### config.mk
export PLATFORM = sky130hd
export DESIGN_NAME = eugf_front
export DESIGN_NICKNAME = d
export VERILOG_FILES = /design/src/sv/escaped_uart_gap_framer_defines.svh /design/src/sv/eugf_pkg.sv /design/src/sv/eugf_front.sv
export SDC_FILE = /design/constraint.sdc
export NUM_CORES = 1
export LEC_CHECK = 0
export BUFFER_PORTS_ARGS = -buffer_cell sky130_fd_sc_hd__buf_2
export CORE_MARGIN = 5
export CORE_UTILIZATION = 45
export CTS_CLUSTER_SIZE = 30
export DETAILED_ROUTE_END_ITERATION = 10
export PLACE_DENSITY = 0.85
export SKIP_LAST_GASP = 1
export SLEW_MARGIN = 25
export SYNTH_ARGS = -nofsm -noshare
export SYNTH_HDL_FRONTEND = slang
export SYNTH_SLANG_ARGS = --single-unit
### constraint.sdc
create_clock -name clk -period 1.47 [get_ports clk]
set_input_delay 0.294 -clock clk [delete_from_list [all_inputs] [get_ports clk]]
set_output_delay 0.294 -clock clk [all_outputs]
set_load 0.02 [all_outputs]
### src/sv/escaped_uart_gap_framer_defines.svh
// assertion helpers for the framer
`ifndef ESCAPED_UART_GAP_FRAMER_DEFINES_SVH
`define ESCAPED_UART_GAP_FRAMER_DEFINES_SVH
`define EUGF_ASSERT(label, cond) \
  label: assert property (@(posedge clk) disable iff (rst) (cond)) else $error("failed");
`define EUGF_ASSERT_IMP(label, pre, post) \
  label: assert property (@(posedge clk) disable iff (rst) (pre) |=> (post)) else $error("failed");
`endif

### src/sv/eugf_pkg.sv
`timescale 1ns / 1ps
`default_nettype none
package eugf_pkg;
  localparam int RX_DEPTH = 256;
  localparam int TX_DEPTH = 256;
  localparam int RX_AW = $clog2(RX_DEPTH);
  localparam int TX_AW = $clog2(TX_DEPTH);
  localparam int QD = 2;

  localparam logic [2:0] OP_RX    = 3'd0;
  localparam logic [2:0] OP_TXRDY = 3'd1;
  localparam logic [2:0] OP_TXIDL = 3'd2;
  localparam logic [2:0] OP_TICK  = 3'd3;
  localparam logic [2:0] OP_PUT   = 3'd4;
  localparam logic [2:0] OP_BRK   = 3'd5;
  localparam logic [2:0] OP_GET   = 3'd6;

  localparam logic [2:0] REG_RXLEN = 3'd0;
  localparam logic [2:0] REG_TXLEN = 3'd1;
  localparam logic [2:0] REG_ESC   = 3'd2;
  localparam logic [2:0] REG_GAP   = 3'd3;
  localparam logic [2:0] REG_RXGAP = 3'd4;
  localparam logic [2:0] REG_GUARD = 3'd5;

  typedef struct packed {
    logic [2:0] op;
    logic [7:0] data;
  } cmd_t;

  typedef struct packed {
    logic       send_valid;
    logic [7:0] send_byte;
    logic       read_valid;
    logic [7:0] read_byte;
    logic       read_gap;
    logic [7:0] rx_fill;
    logic [7:0] quiet_ticks;
    logic       tx_busy;
    logic       tx_paused;
    logic       tx_ready_irq_on;
    logic       tx_idle_irq_on;
    logic       dropped;
  } res_t;

  function automatic logic [8:0] clamp_len(input logic [8:0] v, input int depth);
    logic [8:0] r;
    r = v;
    if (v < 9'd2) r = 9'd2;
    else if (int'(v) > depth) r = 9'(depth);
    return r;
  endfunction
endpackage
`default_nettype wire

### src/sv/eugf_front.sv
`timescale 1ns / 1ps
`default_nettype none
// accepts requests into a short queue
module eugf_front (
  input  wire logic               clk,
  input  wire logic               rst,
  input  wire logic               in_valid,
  output logic                    in_ready,
  input  wire logic [2:0]         operation,
  input  wire logic [7:0]         data_byte,
  output logic                    q_valid,
  output eugf_pkg::cmd_t          q_cmd,
  input  wire logic               q_take
);
  eugf_pkg::cmd_t slot [eugf_pkg::QD];
  logic [0:0] wp, rp;
  logic [1:0] cnt;
  logic push, pop;

  assign in_ready = (cnt != 2'(eugf_pkg::QD));
  assign q_valid = (cnt != 2'd0);
  assign q_cmd = slot[rp];
  assign push = in_valid && in_ready;
  assign pop = q_take && q_valid;

  always_ff @(posedge clk) begin
    if (push) slot[wp] <= '{op: operation, data: data_byte};
  end

  always_ff @(posedge clk) begin
    if (rst) begin
      wp <= '0;
      rp <= '0;
      cnt <= '0;
    end else begin
      if (push) wp <= wp + 1'b1;
      if (pop) rp <= rp + 1'b1;
      cnt <= cnt + 2'(push) - 2'(pop);
    end
  end
endmodule
`default_nettype wire

# --- Word-level counts from Yosys, hierarchy flattened ---
# Memory sizes are Yosys's and may differ from the RTL's. A register that Yosys moved wholly into a read port is not among the register bits.
# Index checks and enable logic that the tools add are counted.
word_totals:
  register_bits: 4
  ramBits: 22
  inputBits: 15
  memories: 1
classes:
  add_sub_neg: 4
  n_eq_ne: 1
  n_mux: 4
  reduce_logical: 3
memory_table:
  columns: ["name", "depth", "word_bits", "rd", "rd_clocked_by_memory_dff", "wr", "line_no", "text"]
  rows:
  - ["slot", 2, 11, 1, 1, 1, "eugf_front.sv:15", "eugf_pkg::cmd_t slot [eugf_pkg::QD];"]
op_table:
  columns: ["operator", "count"]
  rows:
  - ["1-bit two-way mux", 4]
  - ["1-bit adder (second input constant)", 2]
  - ["2-bit by 1-bit adder with 2-bit output", 1]
  - ["1-bit logical AND", 2]
  - ["2-bit inequality test (second input constant)", 1]
  - ["2-bit nonzero test", 1]
  - ["2-bit by 1-bit subtractor with 2-bit output", 1]

# --- Depth between registers and ports, before layout ---
# Gate-level depths: netlist of the first run.
depth:
  ltp_word: 4
  mapped_depth: 6

# --- Least setup slack after synthesis of the first run ---
# Ideal clock, no wire load.
synth_timing:
  kind: "register -> register"
  from: "register cnt[0]"
  to: "memory slot[1][0] (netlist bit) (enable)"
  setup_time_ps: 349
  arrival_time_ps: 1107
  t_required_ps: 1121
  slack_ps: 14
  stages_incl_launch_ff: 3
  synth_period_minus_slack_ps: 1456
  cell_sequence: "dfxtp_1 -> nand2b_1 -> and3_1"
synth_between:
  elab_chain_len: 4
synth_rtl:
  columns: ["element", "line_no", "text"]
  rows:
  - ["start, declared", "eugf_front.sv:17", "logic [1:0] cnt;"]
  - ["start signal, assigned", "eugf_front.sv:38", "cnt <= cnt + 2'(push) - 2'(pop);"]
  - ["2-bit inequality test", "eugf_front.sv:20", "assign in_ready = (cnt != 2'(eugf_pkg::QD));"]
  - ["named net in_ready", "eugf_front.sv:8", "output logic in_ready,"]
  - ["1-bit logical AND", "eugf_front.sv:23", "assign push = in_valid && in_ready;"]
  - ["1-bit two-way mux", "eugf_front.sv:27", "if (push) slot[wp] <= '{op: operation, data: data_byte};"]
  - ["1-bit two-way mux (implied by the code)", "eugf_front.sv:27", null]
  - ["end, declared", "eugf_front.sv:15", null]
# The timed path passes the listed nets, and every way through them passes these cells.

==> results of run 1 <==
-- cells by family (layout without fill, tap and decap cells) --
| kind of cell | after synthesis | count (layout) |
|---|---|---|
| AO/OA/AOI/OAI | 7 | 7 |
| XOR/XNOR | 1 | 1 |
| flip-flops | 27 | 27 |
| adder cells (fa/ha/maj) | 1 | 1 |
| AND/OR/NAND/NOR | 13 | 13 |
| buffers and inverters | 2 | 37 |
| multiplexers | 12 | 12 |
-- metal layers --
metal / up-vias / GRT usage (%)
li1: 306 / -
met1: 306 / 11.3
met2: 20 / 22.4
met3: 4 / 3.12
met4: 0 / 3.97
met5: - / 0
-- area by class of cell --
cell class                      count  area (µm²)
Multi-Input combinational cell     34         329
Inverter                            1        3.75
Tap cell                           28        35.0
Fill cell                         170         743
Timing Repair Buffer               32         303
Clock buffer                        4        26.3
Sequential cell                    27         772
-- worst paths after layout --
check | start | end | slack [ns] | depth (start not counted)
max | register | q_cmd[2] | -0.12 | 3
min reg2reg | rp | rp | 0.54 | 2
max reg2reg | cnt[1] | cnt[1] | 0.08 | 6
min | data_byte[7] | slot[1][7] | 0.16 | 1
-- cell usage after synthesis (2+ instances only) --
library cell	number
nor2_1	5
dfxtp_1	5
o21ai_0	2
mux2_2	11
edfxtp_1	22
nor2b_1	2
-- power groups by stage --
stage          clock network (µW)  logic [µW]  registers [µW]
2_1_floorplan                   0         385             989
3_5_place_dp                    0         606            1010
5_1_grt                       347         897            1030
6_report                      296         841            1020
4_1_cts                       307         613             998
3_3_place_gp                    0         585             998
-- state kept, by name, summed over array words and instances, names as in the netlist, named ones only --
signal  count
cnt         2
rp          1
slot       22
wp          1
-- per-stage QoR --
stage / cell area [µm²] / setup TNS (ns) / total power, µW
finish: 1470 / -1.11 / 2150
global route: 1470 / -1.71 / 2280
CTS: 1320 / -1.32 / 1920
detailed placement: 1280 / -0.142 / 1610
global placement: 1280 / -0.0429 / 1580
floorplan: 1050 / 0 / 1370
-- what timing repair did --
action,4_1_cts,5_1_grt
setup endpoints to repair,14,14
cloned,0,1
pin swaps,0,1
resized for setup,5,39
-- cells in the final DEF, fill, tap and decap left out --
master     count
edfxtp_1      22
buf_2         15
buf_6         12
mux2_4        11
nor2_1         5
dfxtp_4        3
clkbuf_4       3
buf_12         3
nor2b_1        2
o21ai_0        2
dfxtp_1        2
or2_4          1
nand2b_1       1
a211oi_2       1
nand3_1        1
and3_1         1
nand3b_1       1
inv_1          1
xor2_1         1
a21bo_2        1
a21oi_1        1
and2b_1        1
a21bo_1        1
a32oi_1        1
mux2_1         1
ha_2           1
clkbuf_1       1
clkbuf_16      1
buf_4          1
-- worst max-delay path, cell delays in order, from the launching register on --
cell and delay, ns:
dfxtp_4 0.40, clkbuf_16 0.15, mux2_4 0.30, buf_6 0.13
==> impl_metrics.toml, run 1 <==
[run_status]
run_status = "finished with violations"
failed_checks = "setup timing"

[setup_path]
arrival_ns = 1.29
crit_path_end_kind = "primary output"
critical_path_class = "register to primary output"
worstSetupStartpointType = "register"
cp_max_fo = 5
required_ns = 1.18

[route]
route.met2.wl_um = 1020
wl_met3_um = 126
first_pass_iters = 3
post_drt_wl_per_cell_um = 14.7
highest_layer = "met4"
viasPerCell = 5.05
routed_wl_um = 1850
route.vias.total = 636
met1Wirelength_um = 680
ant_nets = 0
remaining_drc_errors = 0
drt_iter0_drc = 14

[cells_and_area]
insertedDiodeCount = 0
drive_gt1_share_pct = 54.1
nets = 115
area_growth_pct = 40.3
final_core_util_pct = 66.4
final_cells = 126

[synth]
synth-adder-area-share_pct = 1.19
synth_top_family_by_area = "multiplexers"
synth-simple-area-share_pct = 6.69
synth_area_um2 = 1050
synth-xor-area-share_pct = 0.836
synth-async-reset-ratio_pct = 0
synth_top_area_share_pct = 63.1
synth_flop_cell = "edfxtp_1"
synth.largest_area_cell = "edfxtp_1"
ys_seq_area_share_pct = 72.6
yosysWarnings = 0
synth_compound_area_share_pct = 4.90
yosys-top-cells-area = "edfxtp_1 (63%), mux2_2 (12%), dfxtp_1 (9.6%), nor2_1 (1.8%), ha_1 (1.2%)"
synthCells = 63
yosysUniqueCellTypes = 22
postSynthAreaPerCell_um2 = 16.6
synth_fp_nets = 79
synth_seq_cells = 27
synth_edf_count = 22
synthMuxAreaShare_pct = 12.9

[timing]
grt_setup_unrepaired = "yes"
hold_ws_ns = 0.164
post-route-min-period_ns = 1.59
finalHoldViolations = 0
maxSlewViolCount = 0
fin_skew_ns = 0.00182
post-route-period-util_pct = 108
setup_viol_count_final = 11
timing.slew.headroom_pct = 85.6
fmax_mhz = 630
worst_pin_slew_ns = 0.214
timing.final.ws_setup_ns = -0.116

[global_routing]
grt_pass1_vias = 706
track_usage_pct = 11.4
grt_max_degree = 15
grt_first_pass_wirelength_um = 2890
antenna_found_initial = 0
grt_overflow = 0

[floorplan]
ioPinCount = 28
initial_utilization_pct = 47.3
chipWidth_um = 58.2
coreArea_um2 = 2210
die-height_um = 58.2
rows = 17
dieArea_um2 = 3390

[power]
combPwrFrac_pct = 39.1
p_leak_uw = 0.000593
sw_frac_of_total_pct = 28.4
p_switching_uw = 612
power.internal_uw = 1540
peakVddDrop_mv = 0.826
powerDensity_nw_per_um2 = 1470
pwr-share-clk_pct = 13.7
power_frac_seq_pct = 47.2

[clock_network]
cts_tree = "built"
htreeDepth = 1
clock-sinks = 27
clkLatencyLatePin_ns = 0.31
clockBufferDepth = 2
clockRootBuffer = "clkbuf_4"
path_clk_slew_ns = 0.13
cts_setup_buffers = 0
postCtsHoldBufs = 0
cts_buffers = 3

[placed_design]
dp_cells = 121
port_buffers = 27
place_hpwl_um = 1320
place_ws_ns = -0.142
place.gp.congestion = 0.700

[flow_run]
drv_cap = 0

[hold_path]
hp-class = "input pin to register"
(Power assumes the default switching activity.)
==> inputs of run 2 (changes only) <==
--- a/config.mk
+++ b/config.mk
@@ -10,7 +10,7 @@
 export CORE_UTILIZATION = 45
 export CTS_CLUSTER_SIZE = 30
 export DETAILED_ROUTE_END_ITERATION = 10
-export PLACE_DENSITY = 0.85
+export PLACE_DENSITY = 0.71
 export SKIP_LAST_GASP = 1
 export SLEW_MARGIN = 25
 export SYNTH_ARGS = -nofsm -noshare
==> run 2 against run 1 <==
The flow still finishes with violations (setup timing). Sequential share of layout area down 0.20 points. Non-clock buffer count up 2. Largest power group unchanged. Flip-flop and latch count unchanged. Clock-buffer cell count down 1. Clock skew down 0.00061 ns. Register-to-register slack better by 0.03 ns.
==> impl_metrics.toml, run 2 (same netlist as run 1, synthesis figures left out) <==
[timing]
finalHoldViolations = 0
grt_setup_unrepaired = "yes"
hold_ws_ns = 0.166
fin_skew_ns = 0.00121
post-route-min-period_ns = 1.57
fin_setup_tns_ns = -0.967
timing.slew.headroom_pct = 84.3
fmax_mhz = 638
maxSlewViolCount = 0
timing.final.ws_setup_ns = -0.0982
setup_viol_count_final = 11
post-route-period-util_pct = 107
worst_pin_slew_ns = 0.235

[power]
power_frac_seq_pct = 46.7
p_switching_uw = 619
power_uw = 2140
power.internal_uw = 1520
powerDensity_nw_per_um2 = 1460
combPwrFrac_pct = 39.5
peakVddDrop_mv = 0.848
pwr-share-clk_pct = 13.9
sw_frac_of_total_pct = 28.9
p_leak_uw = 0.000602

[clock_network]
clockBufferDepth = 2
path_clk_slew_ns = 0.13
clockRootBuffer = "clkbuf_4"
clkLatencyLatePin_ns = 0.30
htreeDepth = 1
clock-sinks = 27
cts_buffers = 3
postCtsHoldBufs = 0
cts_tree = "built"

[run_status]
run_status = "finished with violations"
failed_checks = "setup timing"

[floorplan]
ioPinCount = 28
chipWidth_um = 58.2
initial_utilization_pct = 47.3
rows = 17
coreArea_um2 = 2210
dieArea_um2 = 3390
die-height_um = 58.2

[setup_path]
worstSetupStartpointType = "register"
cp_cell_sequence = "buf_8, mux2_4, buf_6"
crit_family = "flip-flops"
slowest_delay_ns = 0.38
arrival_ns = 1.27
crit_path_end_kind = "primary output"
r2r_setup_slack_ns = 0.11
r2r-start = "cnt[0]"
required_ns = 1.18
critical_path_class = "register to primary output"
crit_slowest_cell = "dfxtp_2"
cp_max_fo = 6
reg2reg_to = "cnt[1]"
ff2ff_path_depth = 5
critical_path_buf_inv_count = 2

[cells_and_area]
final_core_util_pct = 66.0
layout_common_cells = "edfxtp_1 (22), buf_2 (15), buf_6 (14)"
drive_gt1_share_pct = 55.0
area_growth_pct = 39.4
layout_commonest_cell = "edfxtp_1"
largest_register_ffs = 22
fin_area_um2 = 1460
regMostFlops = "slot"
nets = 117
insertedDiodeCount = 0
reg_top3 = "slot x22, cnt x2"

[global_routing]
track_usage_pct = 12.0
antenna_found_initial = 0
grt_pass1_vias = 664
grt_max_degree = 16
grt_overflow = 0
grt_first_pass_wirelength_um = 2940

[route]
routed_wl_um = 1840
remaining_drc_errors = 0
post_drt_wl_per_cell_um = 14.3
ant_nets = 0
drt_iter0_drc = 10
viasPerCell = 4.92
route.vias.total = 630
first_pass_iters = 4

[placed_design]
place_hpwl_um = 1260
detailed_place.area_um2 = 1270
port_buffers = 27
place.gp.congestion = 0.695

[flow_run]
drv_cap = 0

[hold_path]
min_from = "operation[1]"
whs_path_depth = 1
holdPathEnd = "slot[0][9]"
hp-class = "input pin to register"
run 2: what timing repair did:
item | in CTS | in global routing
endpoints found under the hold margin | 0 | 0
setup endpoints to repair | 12 | 14
gates cloned | 1 | 0
resized for setup | 42 | 3
pin swaps | 0 | 2
setup buffers | 0 | 1
run 2: layout make-up:
class | count | area, µm²
inverters | 1 | 3.75
flip-flops and latches | 27 | 764
clock buffers | 3 | 22.5
well taps | 28 | 35.0
multi-input cells | 34 | 327
fillers | 163 | 752
clock inverters | 1 | 5.00
repair buffers | 34 | 303
run 2: worst max-delay path by stage:
| stage | from | slack, ns | end | depth (start not counted) |
|---|---|---|---|---|
| CTS | register | -0.11 | q_cmd[3] | 3 |
| finish | register | -0.1 | q_cmd[3] | 3 |
| global route | register | -0.15 | q_cmd[3] | 3 |
| floorplan | cnt[0] | 0.01 | slot[1][0] | 2 |
| detailed placement | in_valid | -0.09 | cnt[1] | 7 |
| global placement | in_valid | -0.04 | cnt[1] | 7 |
run 2: layer usage:
metal  vias to the layer above  wire [µm]  GRT usage, %
met5                         -          0             0
met4                         0          9          3.97
met3                         2         93          2.90
met2                        16       1030          23.2
met1                       300        706          12.4
li1                        312          -             -
run 2: power by group through the flow:
| stage | clock, µW | combinational, µW | sequential [µW] |
|---|---|---|---|
| 2_1_floorplan | 0 | 385 | 989 |
| 3_3_place_gp | 0 | 589 | 989 |
| 3_5_place_dp | 0 | 603 | 994 |
| 4_1_cts | 311 | 831 | 990 |
| 5_1_grt | 347 | 895 | 1010 |
| 6_report | 297 | 843 | 997 |
run 2: metrics by stage:
step           worst slack, ns  instances
2_1_floorplan           0.0144         63
3_3_place_gp           -0.0410        122
3_5_place_dp           -0.0947        122
4_1_cts                 -0.113        127
5_1_grt                 -0.154        128
6_report               -0.0982        128
==> inputs of run 3 (changes only) <==
--- a/config.mk
+++ b/config.mk
@@ -7,12 +7,12 @@
 export LEC_CHECK = 0
 export BUFFER_PORTS_ARGS = -buffer_cell sky130_fd_sc_hd__buf_2
 export CORE_MARGIN = 5
-export CORE_UTILIZATION = 45
+export CORE_UTILIZATION = 54
 export CTS_CLUSTER_SIZE = 30
 export DETAILED_ROUTE_END_ITERATION = 10
-export PLACE_DENSITY = 0.71
+export MAX_ROUTING_LAYER = met4
+export PLACE_DENSITY = 0.8
 export SKIP_LAST_GASP = 1
-export SLEW_MARGIN = 25
 export SYNTH_ARGS = -nofsm -noshare
 export SYNTH_HDL_FRONTEND = slang
 export SYNTH_SLANG_ARGS = --single-unit
==> constraint.sdc (replaced) <==
create_clock -name clk -period 2 [get_ports clk]
set_input_delay 0.4 -clock clk [delete_from_list [all_inputs] [get_ports clk]]
set_output_delay 0.4 -clock clk [all_outputs]
set_load 0.02 [all_outputs]
==> run 3 against run 2 <==
The flow now finishes without violations. Clock power shrank 24%. Register-to-register slack gained 0.37 ns. Sequential share of layout area grew 9.1 points. Clock-buffer cell count grew 1. First-iteration DRC count shrank 30%.
==> impl_metrics.toml, run 3 (same netlist as run 1, synthesis figures left out) <==
[setup_path]
crit_family = "flip-flops"
worstSetupStartpointType = "register"
critical_path_class = "register to primary output"
slowest_delay_ns = 0.65
required_ns = 1.60
critical_path_buf_inv_count = 1
cp_cell_sequence = "mux2_2, buf_2"
cp_max_fo = 11
crit_path_end_kind = "primary output"
crit_slowest_cell = "dfxtp_1"
arrival_ns = 1.52

[floorplan]
rows = 16
die-height_um = 54.0
ioPinCount = 28
dieArea_um2 = 2920
coreArea_um2 = 1900
chipWidth_um = 54.0
initial_utilization_pct = 55.1

[hold_path]
hp-class = "input pin to register"

[clock_network]
clockBufferDepth = 2
cts_buffers = 3
path_clk_slew_ns = 0.14
htreeDepth = 1
cts_setup_buffers = 0
postCtsHoldBufs = 0
clkLatencyLatePin_ns = 0.32
cts_tree = "built"
clockRootBuffer = "clkbuf_4"
clock-sinks = 27
cts_resized = 0

[timing]
timing.slew.headroom_pct = 66.0
finalHoldViolations = 0
post-route-period-util_pct = 95.9
fin_skew_ns = 0.00800
grt_setup_unrepaired = "no"
hold_ws_ns = 0.258
maxSlewViolCount = 0
fin_setup_tns_ns = 0
post-route-min-period_ns = 1.92
worst_pin_slew_ns = 0.511
setup_viol_count_final = 0
fmax_mhz = 521

[power]
p_leak_uw = 0.000487
peakVddDrop_mv = 0.623
powerDensity_nw_per_um2 = 1080

[global_routing]
grt_pass1_vias = 600
use_met1_pct = 14.0
grt_use_met2_pct = 22.4
grt_max_degree = 15
track_usage_pct = 13.1
grt_overflow = 0
grtUsageMet3_pct = 2.77
antenna_found_initial = 0
grt_first_pass_wirelength_um = 2530
global_route.peak_usage_layer = "met2"

[cells_and_area]
regMostFlops = "slot"
nets = 110
largest_register_ffs = 22
multi_input_area_um2 = 278
area_growth_pct = 18.2
fill_cells = 161
layout_common_cells = "buf_2 (27), edfxtp_1 (22), mux2_2 (11)"
ff_latch_area_um2 = 761
insertedDiodeCount = 0
reg_top3 = "slot x22, cnt x2"
drive_gt1_share_pct = 46.2
layout_commonest_cell = "buf_2"

[route]
drt_iter0_drc = 7
remaining_drc_errors = 0
route.vias.total = 605
routed_wl_um = 1660
first_pass_iters = 3
ant_nets = 0
post_drt_wl_per_cell_um = 13.8
viasPerCell = 5.04

[placed_design]
port_buffers = 27
place.gp.congestion = 0.667
place_hpwl_um = 1210

[run_status]
run_status = "finished clean"

[flow_run]
drv_cap = 0
==> run 3: worst paths after layout <==
path	from	endpoint	slack [ns]	cells after the start
min reg2reg	rp	register	0.53	2
min	operation[2]	slot[1][10]	0.26	1
max	register	q_cmd[1]	0.08	2
max reg2reg	cnt[1]	cnt[1]	0.48	6
==> run 3: stage by stage <==
step           cell area (µm²)  cells  setup WS [ns]  utilization, %  power, µW
2_1_floorplan             1050     63          0.508               -       1010
3_3_place_gp              1210    116          0.338            63.7       1110
6_report                  1240    120         0.0823            65.1       1330
3_5_place_dp              1210    116          0.297            63.7       1130
4_1_cts                   1240    120         0.0743            65.1       1340
5_1_grt                   1240    120         0.0275            65.1       1400
==> run 3: worst reg2reg max path, stage by stage (launching register included) <==
cell      delay [ns]
dfxtp_1         0.45
nor2b_1         0.07
a211oi_1        0.21
nor2_1          0.08
ha_1            0.19
and2b_1         0.15
mux2_1          0.28
==> run 3: layout make-up <==
type	instances	share of cell area, %
timing repair buffer	27	10.9
tap	27	2.73
sequential	27	61.5
clock buffer	4	2.12
multi-input combinational	34	22.4
inverter	1	0.303
==> run 3: routing by layer <==
metal | vias to the layer above | routed length, µm | part of all wire [%]
met5 | - | 0 | 0
li1 | 299 | - | -
met3 | 4 | 102 | 6.2
met1 | 284 | 673 | 41
met2 | 18 | 846 | 51
met4 | 0 | 36 | 2.2
==> run 3: power breakdown <==
part | internal [µW] | leakage [µW] | total, µW | switching (µW)
logic | 165 | 0.000225 | 361 | 197
clock network | 77.9 | 0.0000150 | 226 | 148
registers | 687 | 0.000247 | 745 | 58.5
